File: config.mk
export PLATFORM = sky130hd
export DESIGN_NAME = skhf_ctrl
export DESIGN_NICKNAME = d
export VERILOG_FILES = /design/src/design/skhf_pkg.sv /design/src/design/skhf_ctrl.sv
export SDC_FILE = /design/constraint.sdc
export NUM_CORES = 1
export LEC_CHECK = 0
export BUFFER_PORTS_ARGS = -buffer_cell sky130_fd_sc_hd__clkbuf_2
export CAP_MARGIN = 20
export CORE_AREA = 5 5 42 44
export DETAILED_ROUTE_END_ITERATION = 10
export DIE_AREA = 0 0 47 49
export SLEW_MARGIN = 10
export SYNTH_ARGS = -nofsm -noshare
export SYNTH_HDL_FRONTEND = slang
export SYNTH_SLANG_ARGS = --single-unit
File: constraint.sdc
create_clock -name clk_i -period 2.7 [get_ports clk_i]
set_input_delay 0.135 -clock clk_i [delete_from_list [all_inputs] [get_ports clk_i]]
set_output_delay 0.135 -clock clk_i [all_outputs]
set_load 0.02 [all_outputs]
File: src/design/skhf_pkg.sv
`timescale 1ns / 1ps
`default_nettype none
// ----------------------------------------------------------------------------
// skhf_pkg
// Shared types, constants and helpers of the scalar Kalman heading fuser.
// ----------------------------------------------------------------------------
package skhf_pkg;

  // field widths
  localparam int ANG_W   = 32;   // radians q.24, degrees q.16
  localparam int VAR_W   = 40;   // variance q.48
  localparam int K_W     = 25;   // gain q.24 in [0, 2^24]
  localparam int SUM_W   = 40;   // angle sums before saturation
  localparam int INC_W   = 39;   // rounded product after a 24 bit shift
  localparam int EMIT_W  = 31;   // rounded product after a 32 bit shift
  localparam int OPA_W   = 34;
  localparam int OPB_W   = 31;
  localparam int PROD_W  = 63;
  localparam int CFG_IDX_W = 1;

  // divider sequencing: one quotient bit per cycle
  localparam int DIV_STEPS = K_W;
  localparam int CNT_W     = $clog2(DIV_STEPS);

  // fixed-point constants
  localparam logic [26:0]      DEG2RAD_Q32 = 27'd74961321;   // pi/180 * 2^32
  localparam logic [29:0]      RAD2DEG_Q24 = 30'd961263669;  // 180/pi * 2^24
  localparam logic [K_W-1:0]   ONE_Q24     = 25'h1000000;
  localparam logic [VAR_W-1:0] VAR_MAX     = {VAR_W{1'b1}};
  localparam logic [VAR_W-1:0] MEAS_VAR_RST = 40'd281474977;
  localparam logic [VAR_W-1:0] PROC_VAR_RST = 40'd703687442;
  localparam logic signed [ANG_W-1:0] ANG_MAX = {1'b0, {(ANG_W-1){1'b1}}};
  localparam logic signed [ANG_W-1:0] ANG_MIN = {1'b1, {(ANG_W-1){1'b0}}};
  localparam logic [PROD_W-1:0] RND24 = PROD_W'(64'd1 << 23);
  localparam logic [PROD_W-1:0] RND32 = PROD_W'(64'd1 << 31);

  // function codes of an input item
  localparam logic FUNC_VISION = 1'b0;
  localparam logic FUNC_GYRO   = 1'b1;

  // configuration register indexes
  localparam logic [CFG_IDX_W-1:0] REG_MEAS_VAR = 1'b0;
  localparam logic [CFG_IDX_W-1:0] REG_PROC_VAR = 1'b1;

  // controller states
  typedef enum logic [3:0] {
    ST_IDLE,
    ST_DECODE,
    ST_G_MUL,
    ST_G_UPD,
    ST_V_INIT,
    ST_DIV_INIT,
    ST_DIV,
    ST_A_MUL,
    ST_A_UPD,
    ST_HI_MUL,
    ST_LO_MUL,
    ST_VAR_UPD,
    ST_E_MUL,
    ST_EMIT
  } state_e;

  // operand selection of the shared multiplier
  typedef enum logic [2:0] {
    MUL_IDLE,
    MUL_GYRO,
    MUL_ANGLE,
    MUL_HI,
    MUL_LO,
    MUL_EMIT
  } mul_sel_e;

  // commands from controller to datapath
  typedef struct packed {
    logic     capture;
    logic     init_load;
    logic     gyro_upd;
    logic     div_init;
    logic     div_step;
    logic     ang_upd;
    logic     hi_save;
    logic     var_upd;
    logic     out_load;
    mul_sel_e mul_sel;
  } cmd_t;

  // status from datapath to controller
  typedef struct packed {
    logic is_gyro;
    logic empty;
    logic initialised;
    logic div_last;
    logic out_free;
  } status_t;

  // saturate a wide signed angle sum to 32 bits
  function automatic logic signed [ANG_W-1:0] sat_ang(input logic signed [SUM_W-1:0] v);
    logic all_ones;
    logic all_zeros;
    all_ones  = &v[SUM_W-1:ANG_W-1];
    all_zeros = ~|v[SUM_W-1:ANG_W-1];
    if (all_ones || all_zeros) begin
      return v[ANG_W-1:0];
    end else if (v[SUM_W-1]) begin
      return ANG_MIN;
    end else begin
      return ANG_MAX;
    end
  endfunction

endpackage
`default_nettype wire

File: src/design/skhf_ctrl.sv
`timescale 1ns / 1ps
`default_nettype none
// ----------------------------------------------------------------------------
// skhf_ctrl
// Controller: sequences capture, gain division, multiplies and emission.
// ----------------------------------------------------------------------------
module skhf_ctrl (
  input  wire                clk_i,
  input  wire                rst_ni,
  input  wire                in_valid_i,
  output logic               in_stall_o,
  input  skhf_pkg::status_t  status_i,
  output skhf_pkg::cmd_t     cmd_o
);

  skhf_pkg::state_e state_q, state_d;

  // state register
  always_ff @(posedge clk_i or negedge rst_ni) begin
    if (!rst_ni) begin
      state_q <= skhf_pkg::ST_IDLE;
    end else begin
      state_q <= state_d;
    end
  end

  // next state
  always_comb begin
    state_d = state_q;
    unique case (state_q)
      skhf_pkg::ST_IDLE: begin
        if (in_valid_i) state_d = skhf_pkg::ST_DECODE;
      end
      skhf_pkg::ST_DECODE: begin
        if (status_i.is_gyro) begin
          state_d = status_i.initialised ? skhf_pkg::ST_G_MUL : skhf_pkg::ST_IDLE;
        end else if (status_i.empty) begin
          state_d = skhf_pkg::ST_IDLE;
        end else if (!status_i.initialised) begin
          state_d = skhf_pkg::ST_V_INIT;
        end else begin
          state_d = skhf_pkg::ST_DIV_INIT;
        end
      end
      skhf_pkg::ST_G_MUL:    state_d = skhf_pkg::ST_G_UPD;
      skhf_pkg::ST_G_UPD:    state_d = skhf_pkg::ST_E_MUL;
      skhf_pkg::ST_V_INIT:   state_d = skhf_pkg::ST_E_MUL;
      skhf_pkg::ST_DIV_INIT: state_d = skhf_pkg::ST_DIV;
      skhf_pkg::ST_DIV: begin
        if (status_i.div_last) state_d = skhf_pkg::ST_A_MUL;
      end
      skhf_pkg::ST_A_MUL:    state_d = skhf_pkg::ST_A_UPD;
      skhf_pkg::ST_A_UPD:    state_d = skhf_pkg::ST_HI_MUL;
      skhf_pkg::ST_HI_MUL:   state_d = skhf_pkg::ST_LO_MUL;
      skhf_pkg::ST_LO_MUL:   state_d = skhf_pkg::ST_VAR_UPD;
      skhf_pkg::ST_VAR_UPD:  state_d = skhf_pkg::ST_E_MUL;
      skhf_pkg::ST_E_MUL:    state_d = skhf_pkg::ST_EMIT;
      skhf_pkg::ST_EMIT: begin
        if (status_i.out_free) state_d = skhf_pkg::ST_IDLE;
      end
      default: state_d = skhf_pkg::ST_IDLE;
    endcase
  end

  // command outputs
  always_comb begin
    cmd_o         = '0;
    cmd_o.mul_sel = skhf_pkg::MUL_IDLE;
    in_stall_o    = 1'b1;
    unique case (state_q)
      skhf_pkg::ST_IDLE: begin
        in_stall_o    = 1'b0;
        cmd_o.capture = in_valid_i;
      end
      skhf_pkg::ST_DECODE:   ;
      skhf_pkg::ST_G_MUL:    cmd_o.mul_sel   = skhf_pkg::MUL_GYRO;
      skhf_pkg::ST_G_UPD:    cmd_o.gyro_upd  = 1'b1;
      skhf_pkg::ST_V_INIT:   cmd_o.init_load = 1'b1;
      skhf_pkg::ST_DIV_INIT: cmd_o.div_init  = 1'b1;
      skhf_pkg::ST_DIV:      cmd_o.div_step  = 1'b1;
      skhf_pkg::ST_A_MUL:    cmd_o.mul_sel   = skhf_pkg::MUL_ANGLE;
      skhf_pkg::ST_A_UPD:    cmd_o.ang_upd   = 1'b1;
      skhf_pkg::ST_HI_MUL:   cmd_o.mul_sel   = skhf_pkg::MUL_HI;
      skhf_pkg::ST_LO_MUL: begin
        cmd_o.mul_sel = skhf_pkg::MUL_LO;
        cmd_o.hi_save = 1'b1;
      end
      skhf_pkg::ST_VAR_UPD:  cmd_o.var_upd   = 1'b1;
      skhf_pkg::ST_E_MUL:    cmd_o.mul_sel   = skhf_pkg::MUL_EMIT;
      skhf_pkg::ST_EMIT:     cmd_o.out_load  = status_i.out_free;
      default: ;
    endcase
  end

endmodule
`default_nettype wire

==> results.sh, run 1 <==
export IMPL_fin_skew_ns=0.003783
export IMPL_grt_pass1_wl_um=1821
export IMPL_path_max_fanout=14
export IMPL_fp_dieH_um=49
export IMPL_yosys_warnings=0
export IMPL_min_from="status_i[0]"
export IMPL_start_kind="flop"
export IMPL_via_count=473
export IMPL_ir_worst_vdd_v=0.0005319
export IMPL_dr_pass1_iters=4
export IMPL_p_per_area_nw_per_um2=1331
export IMPL_critPathRequiredTime_ns=2.57
export IMPL_gp_congestion=0.7624
export IMPL_port_buffers=20
export IMPL_critical_path_top_delay_family="flip-flops"
export IMPL_reg2regPathDepth=3
export IMPL_rsz0062_at_grt="false"
export IMPL_endpoint_kind="output port"
export IMPL_synth_area_per_cell_um2=7.351
export IMPL_hp_class="in -> reg"
export IMPL_path_cells="or2b_1 > mux2_2 > nor2_2 > clkbuf_2"
export IMPL_cts_htree_levels=1
export IMPL_wire_per_inst_um=11.30
export IMPL_synth_mux_area_share_pct=2.736
export IMPL_fp_coreArea_um2=1401
export IMPL_synth_xor_area_share_pct=4.255
export IMPL_drcViolationCount=0
export IMPL_grt_pass1_vias=417
export IMPL_fmax_mhz=541.7
export IMPL_largest_register_ffs=4
export IMPL_cts_clk_slew_worst_paths_ns=0.03
export IMPL_rrSetupSlack_ns=1.26
export IMPL_synthAdderAreaFrac_pct=0
export IMPL_cts_num_sinks=4
export IMPL_yosys_area_share_simple_pct=35.56
export IMPL_relSlewSlack_pct=67.23
export IMPL_synth_seq_cells=4
export IMPL_vias_per_cell=5.198
export IMPL_diodes=0
export IMPL_placed_cell_area_um2=498.0
export IMPL_seq_area_um2=100.1
export IMPL_synth_top_family_by_area="simple AND/OR/NAND/NOR gates"
export IMPL_drt_iter0_drc=29
export IMPL_cts_buffer_depth=2
export IMPL_drive_above_1_share_pct=36.00
export IMPL_postRouteAntennaNets=0
export IMPL_area_growth_pct=28.88
export IMPL_gr_total_overflow=0
export IMPL_crit_type="reg -> out"
export IMPL_drt_total_wl_um=1028
export IMPL_num_nets_final=85
export IMPL_cap_violations=0
export IMPL_crit_buf_inv=1
export IMPL_syn_nets=64
export IMPL_synth_compound_area_share_pct=22.19
export IMPL_fp_row_count=14
export IMPL_period_share_pct=68.38
export IMPL_place_hpwl_um=788.8
export IMPL_clock_latency_ns=0.23
export IMPL_syn_inst=56
export IMPL_whs_path_depth=2
export IMPL_cp_slowest_cell="dfrtp_1"
export IMPL_period_minus_slack_ns=1.846
export IMPL_setup_viol=0
export IMPL_p_total_mw=0.7060
export IMPL_slew_viol_final=0
export IMPL_cpPeakStageDelay_ns=0.63
export IMPL_min_to="state_q[2]"
export IMPL_syn_area_um2=411.6
export IMPL_p_leak_nw=0.2502
export IMPL_outcome="completed"
export IMPL_grt_usage_pct=10.40
export IMPL_final_area_um2=530.5
export IMPL_io_pins=21
export IMPL_synth_cell_types=26
export IMPL_grt_max_degree=18
export IMPL_r2r_end="state_q[2]"
export IMPL_fin_setup_tns_ns=0
export IMPL_reg2reg_from="state_q[2]"
export IMPL_root_buffer="clkbuf_4"
export IMPL_critPathArrivalTime_ns=1.71
export IMPL_die_area_um2=2303
export IMPL_tightest_slew_ns=0.4915
export IMPL_top_regs="state_q x4"
export IMPL_multi_input_area_um2=266.5
export IMPL_dieWidth_um=47
export IMPL_postCtsSetupBuffers=0
export IMPL_seq_area_frac_synth_pct=24.32
export IMPL_cts_tree="yes"
export IMPL_cts_buffers=3
export IMPL_antenna_found_initial=0
export IMPL_fillers=161
export IMPL_start_util_pct=29.38
export IMPL_top_register="state_q"
export IMPL_hold_viol_final=0
-- report_power, final --
part / leakage, nW / total, mW / internal, mW / switching (mW)
Sequential: 0.0479 / 0.211 / 0.0912 / 0.120
Combinational: 0.189 / 0.423 / 0.178 / 0.245
Clock: 0.0138 / 0.0718 / 0.0496 / 0.0222
Total: 0.250 / 0.706 / 0.319 / 0.387
-- metal layers --
| layer | part of all wire, % | track usage, % | routed length (um) |
|---|---|---|---|
| met2 | 47 | 14.25 | 487 |
| met4 | 0 | 5.530 | 0 |
| met3 | 11 | 2.952 | 110 |
| met1 | 42 | 14.25 | 430 |
| met5 | 0 | 0 | 0 |
-- through the flow --
stage               setup slack, ns  cells  hold WS, ns  utilization [%]
floorplan                     1.361     56      -0.1606                -
global placement              1.130     87     -0.05651            35.54
detailed placement            1.100     87     -0.05510            35.54
CTS                          0.8472     91       0.1298            37.86
global route                 0.7387     91       0.1611            37.86
finish                       0.8539     91       0.1346            37.86
-- what timing repair did --
| action | in CTS | in global routing |
|---|---|---|
| hold buffers | 1 | 0 |
| resized for setup | 0 | 0 |
| endpoints found under the hold margin | 4 | 0 |
-- worst max path at each step --
stage,cells after the start,to,startpoint,slack [ns]
global route,4,cmd_o[1],state_q[2],0.74
global placement,4,cmd_o[1],state_q[2],1.13
detailed placement,4,cmd_o[1],state_q[2],1.10
CTS,4,cmd_o[1],state_q[2],0.85
floorplan,3,cmd_o[0],state_q[0],1.36
finish,4,cmd_o[1],state_q[2],0.85
-- synth_stat cells (all sizes together) --
cell type / number / area [um2]
a31oi: 2 / 12.51
mux2: 1 / 11.26
inv: 3 / 11.26
dfrtp: 4 / 100.1
a21oi: 2 / 10.01
o21ai: 2 / 10.00
nor3: 4 / 20.02
or2b: 2 / 15.01
nand3: 1 / 5.000
xnor2: 2 / 17.52
nor2: 9 / 36.29
o22ai: 1 / 6.260
o32ai: 2 / 17.52
o221ai: 1 / 8.760
nand2b: 1 / 6.260
and3: 2 / 12.51
nand2: 7 / 26.28
nor4: 2 / 25.02
a221oi: 1 / 8.760
a222oi: 1 / 10.01
a22oi: 1 / 7.510
buf: 5 / 33.78
-- layout by cell type, fill, tap and decap left out --
cell	synthesis	routed
clkbuf_2	0	20
nor2_1	8	8
nand2_1	7	7
nor3_1	4	4
dfrtp_1	4	4
inv_1	3	3
clkbuf_4	0	3
or2b_1	2	2
xnor2_1	2	2
o32ai_1	2	2
and3_1	2	2
nor4_2	2	2
a21oi_1	2	2
a31oi_1	2	2
mux2_2	1	1
nor2_2	1	1
nand3_1	1	1
o21ai_0	1	1
o21ai_1	1	1
a222oi_1	1	1
a22oi_1	1	1
o221ai_1	1	1
a221oi_1	1	1
nand2b_1	1	1
o22ai_1	1	1
dlygate4sd3_1	0	1
-- cell type report --
cell class,count,area share [%]
Tap cell,16,3.774
Sequential cell,4,18.87
Multi-Input combinational cell,44,50.24
Timing Repair Buffer,21,20.75
Clock buffer,3,4.245
Inverter,3,2.123
-- logic make-up after synthesis --
logic type,after synthesis
simple gates,28
buf+inv,8
compound gates,13
flops,4
mux,1
xor+xnor,2
Power figures use the tool's default switching activity.
==> inputs of run 2 (changes only) <==
==> constraint.sdc (replaced) <==
create_clock -name clk_i -period 1.8 [get_ports clk_i]
set_input_delay 0.09 -clock clk_i [delete_from_list [all_inputs] [get_ports clk_i]]
set_output_delay 0.09 -clock clk_i [all_outputs]
set_load 0.02 [all_outputs]
==> run 2 against run 1 <==
Net effect:
- non-clock buffer count up 3
- sequential share of layout area down 0.58 points
- critical path depth stayed put
- critical endpoint unchanged
==> results.sh, run 2 (synthesis gave the netlist of run 1 again) <==
export IMPL_outcome="completed"
export IMPL_drt_total_wl_um=1130
export IMPL_critical_path_top_delay_family="flip-flops"
export IMPL_seq_area_um2=101.3
export IMPL_crit_type="reg -> out"
export IMPL_io_pins=21
export IMPL_postCtsSetupBuffers=0
export IMPL_largest_register_ffs=4
export IMPL_diodes=0
export IMPL_cts_tree="yes"
export IMPL_most_common_layout_cells="clkbuf_2, nor2_1, nand2_1"
export IMPL_cts_htree_levels=1
export IMPL_antenna_found_initial=0
export IMPL_critPathRequiredTime_ns=1.71
export IMPL_fp_dieH_um=49
export IMPL_fillers=158
export IMPL_top_register="state_q"
export IMPL_root_buffer="clkbuf_4"
export IMPL_cts_buffer_depth=2
export IMPL_start_kind="flop"
export IMPL_relSlewSlack_pct=71.70
export IMPL_dpl_cell_count=90
export IMPL_cpPeakStageDelay_ns=0.49
export IMPL_top_regs="state_q x4"
export IMPL_gr_total_overflow=0
export IMPL_fmax_mhz=607.1
export IMPL_multi_input_area_um2=266.5
export IMPL_port_buffers=20
export IMPL_path_max_fanout=15
export IMPL_fp_coreArea_um2=1401
export IMPL_cp_slowest_cell="dfrtp_2"
export IMPL_drcViolationCount=0
export IMPL_tightest_slew_ns=0.4245
export IMPL_area_growth_pct=34.65
export IMPL_start_util_pct=29.38
export IMPL_dr_pass1_iters=4
export IMPL_final_common_cell="clkbuf_2"
export IMPL_ir_worst_vdd_v=0.0007625
export IMPL_vias_per_cell=5.309
export IMPL_period_share_pct=91.50
export IMPL_hp_class="in -> reg"
export IMPL_grt_usage_pct=10.88
export IMPL_fp_row_count=14
export IMPL_drt_iter0_drc=16
export IMPL_cts_buffers=3
export IMPL_crit_buf_inv=1
export IMPL_dieWidth_um=47
export IMPL_postRouteAntennaNets=0
export IMPL_clock_latency_ns=0.24
export IMPL_drive_above_1_share_pct=39.74
export IMPL_cts_clk_slew_worst_paths_ns=0.04
export IMPL_p_leak_nw=0.2641
export IMPL_cap_violations=0
export IMPL_endpoint_kind="output port"
export IMPL_hold_viol_final=0
export IMPL_p_per_area_nw_per_um2=2045
export IMPL_setup_viol=0
export IMPL_slew_viol_final=0
export IMPL_grt_max_degree=16
export IMPL_place_hpwl_um=842.6
export IMPL_critPathArrivalTime_ns=1.56
export IMPL_fin_skew_ns=0.003966
export IMPL_num_nets_final=88
export IMPL_grt_pass1_vias=415
export IMPL_period_minus_slack_ns=1.647
export IMPL_gp_congestion=0.8596
export IMPL_die_area_um2=2303
export IMPL_cts_num_sinks=4
export IMPL_fin_util_pct=39.55
export IMPL_grt_pass1_wl_um=1849
export IMPL_fin_setup_tns_ns=0
export IMPL_via_count=499
export IMPL_wire_per_inst_um=12.02
export IMPL_stdcell_count=94
export IMPL_rsz0062_at_grt="false"
export IMPL_path_cells="or2b_1 > mux2_2 > nor2_2 > clkbuf_2"
[run 2: layout make-up]
type / count / area share, %
inverters: 3 / 2.032
flip-flops and latches: 4 / 18.28
multi-input cells: 44 / 48.08
clock buffers: 3 / 4.063
well taps: 16 / 3.612
repair buffers: 24 / 23.93
[run 2: final timing paths]
| path | start | end | slack, ns | cells past startpoint |
|---|---|---|---|---|
| worst max-delay path | state_q[3] | cmd_o[1] | 0.15 | 4 |
| worst min-delay path | status_i[0] | state_q[2] | 0.07 | 2 |
| worst max register to register | state_q[2] | state_q[2] | 0.29 | 4 |
| worst min register to register | state_q[0] | state_q[1] | 0.66 | 2 |
| max in group asynchronous | rst_ni | state_q[3] | 1.49 | 2 |
| min in group asynchronous | rst_ni | state_q[2] | 0.18 | 2 |
[run 2: per-layer routing]
metal / global-route usage (%) / vias to the layer above / part of all wire, %
li1: - / 249 / -
met5: 0 / - / 0
met2: 14.71 / 25 / 46
met1: 14.89 / 223 / 42
met4: 2.765 / 0 / 1.2
met3: 5.904 / 2 / 11
[run 2: metrics by stage]
step,power (mW),hold WS (ns),instance area [um2],setup WS (ns)
2_1_floorplan,0.8315,-0.2056,411.6,0.5062
3_3_place_gp,1.021,-0.1023,520.5,0.3376
3_5_place_dp,1.009,-0.1027,520.5,0.2866
4_1_cts,1.133,0.06394,553.0,0.07351
5_1_grt,1.248,0.08053,554.3,0.03330
6_report,1.133,0.06902,554.3,0.1529
[run 2: worst reg2reg max path, stage by stage, from the launching register on]
cell      delay [ns]
dfrtp_1         0.45
buf_4           0.20
nor4_2          0.34
o21ai_1         0.10
a222oi_1        0.31
[run 2: what timing repair did]
item | 4_1_cts | 5_1_grt
gates resized for setup | 0 | 1
hold buffers | 1 | 0
endpoints found under the hold margin | 4 | 0
endpoints found under the setup margin | 0 | 1
[run 2: where the power goes]
part           switching (mW)  internal, mW  leakage (nW)
combinational           0.450         0.309         0.203
sequential              0.118         0.141        0.0469
clock                  0.0412        0.0749        0.0138
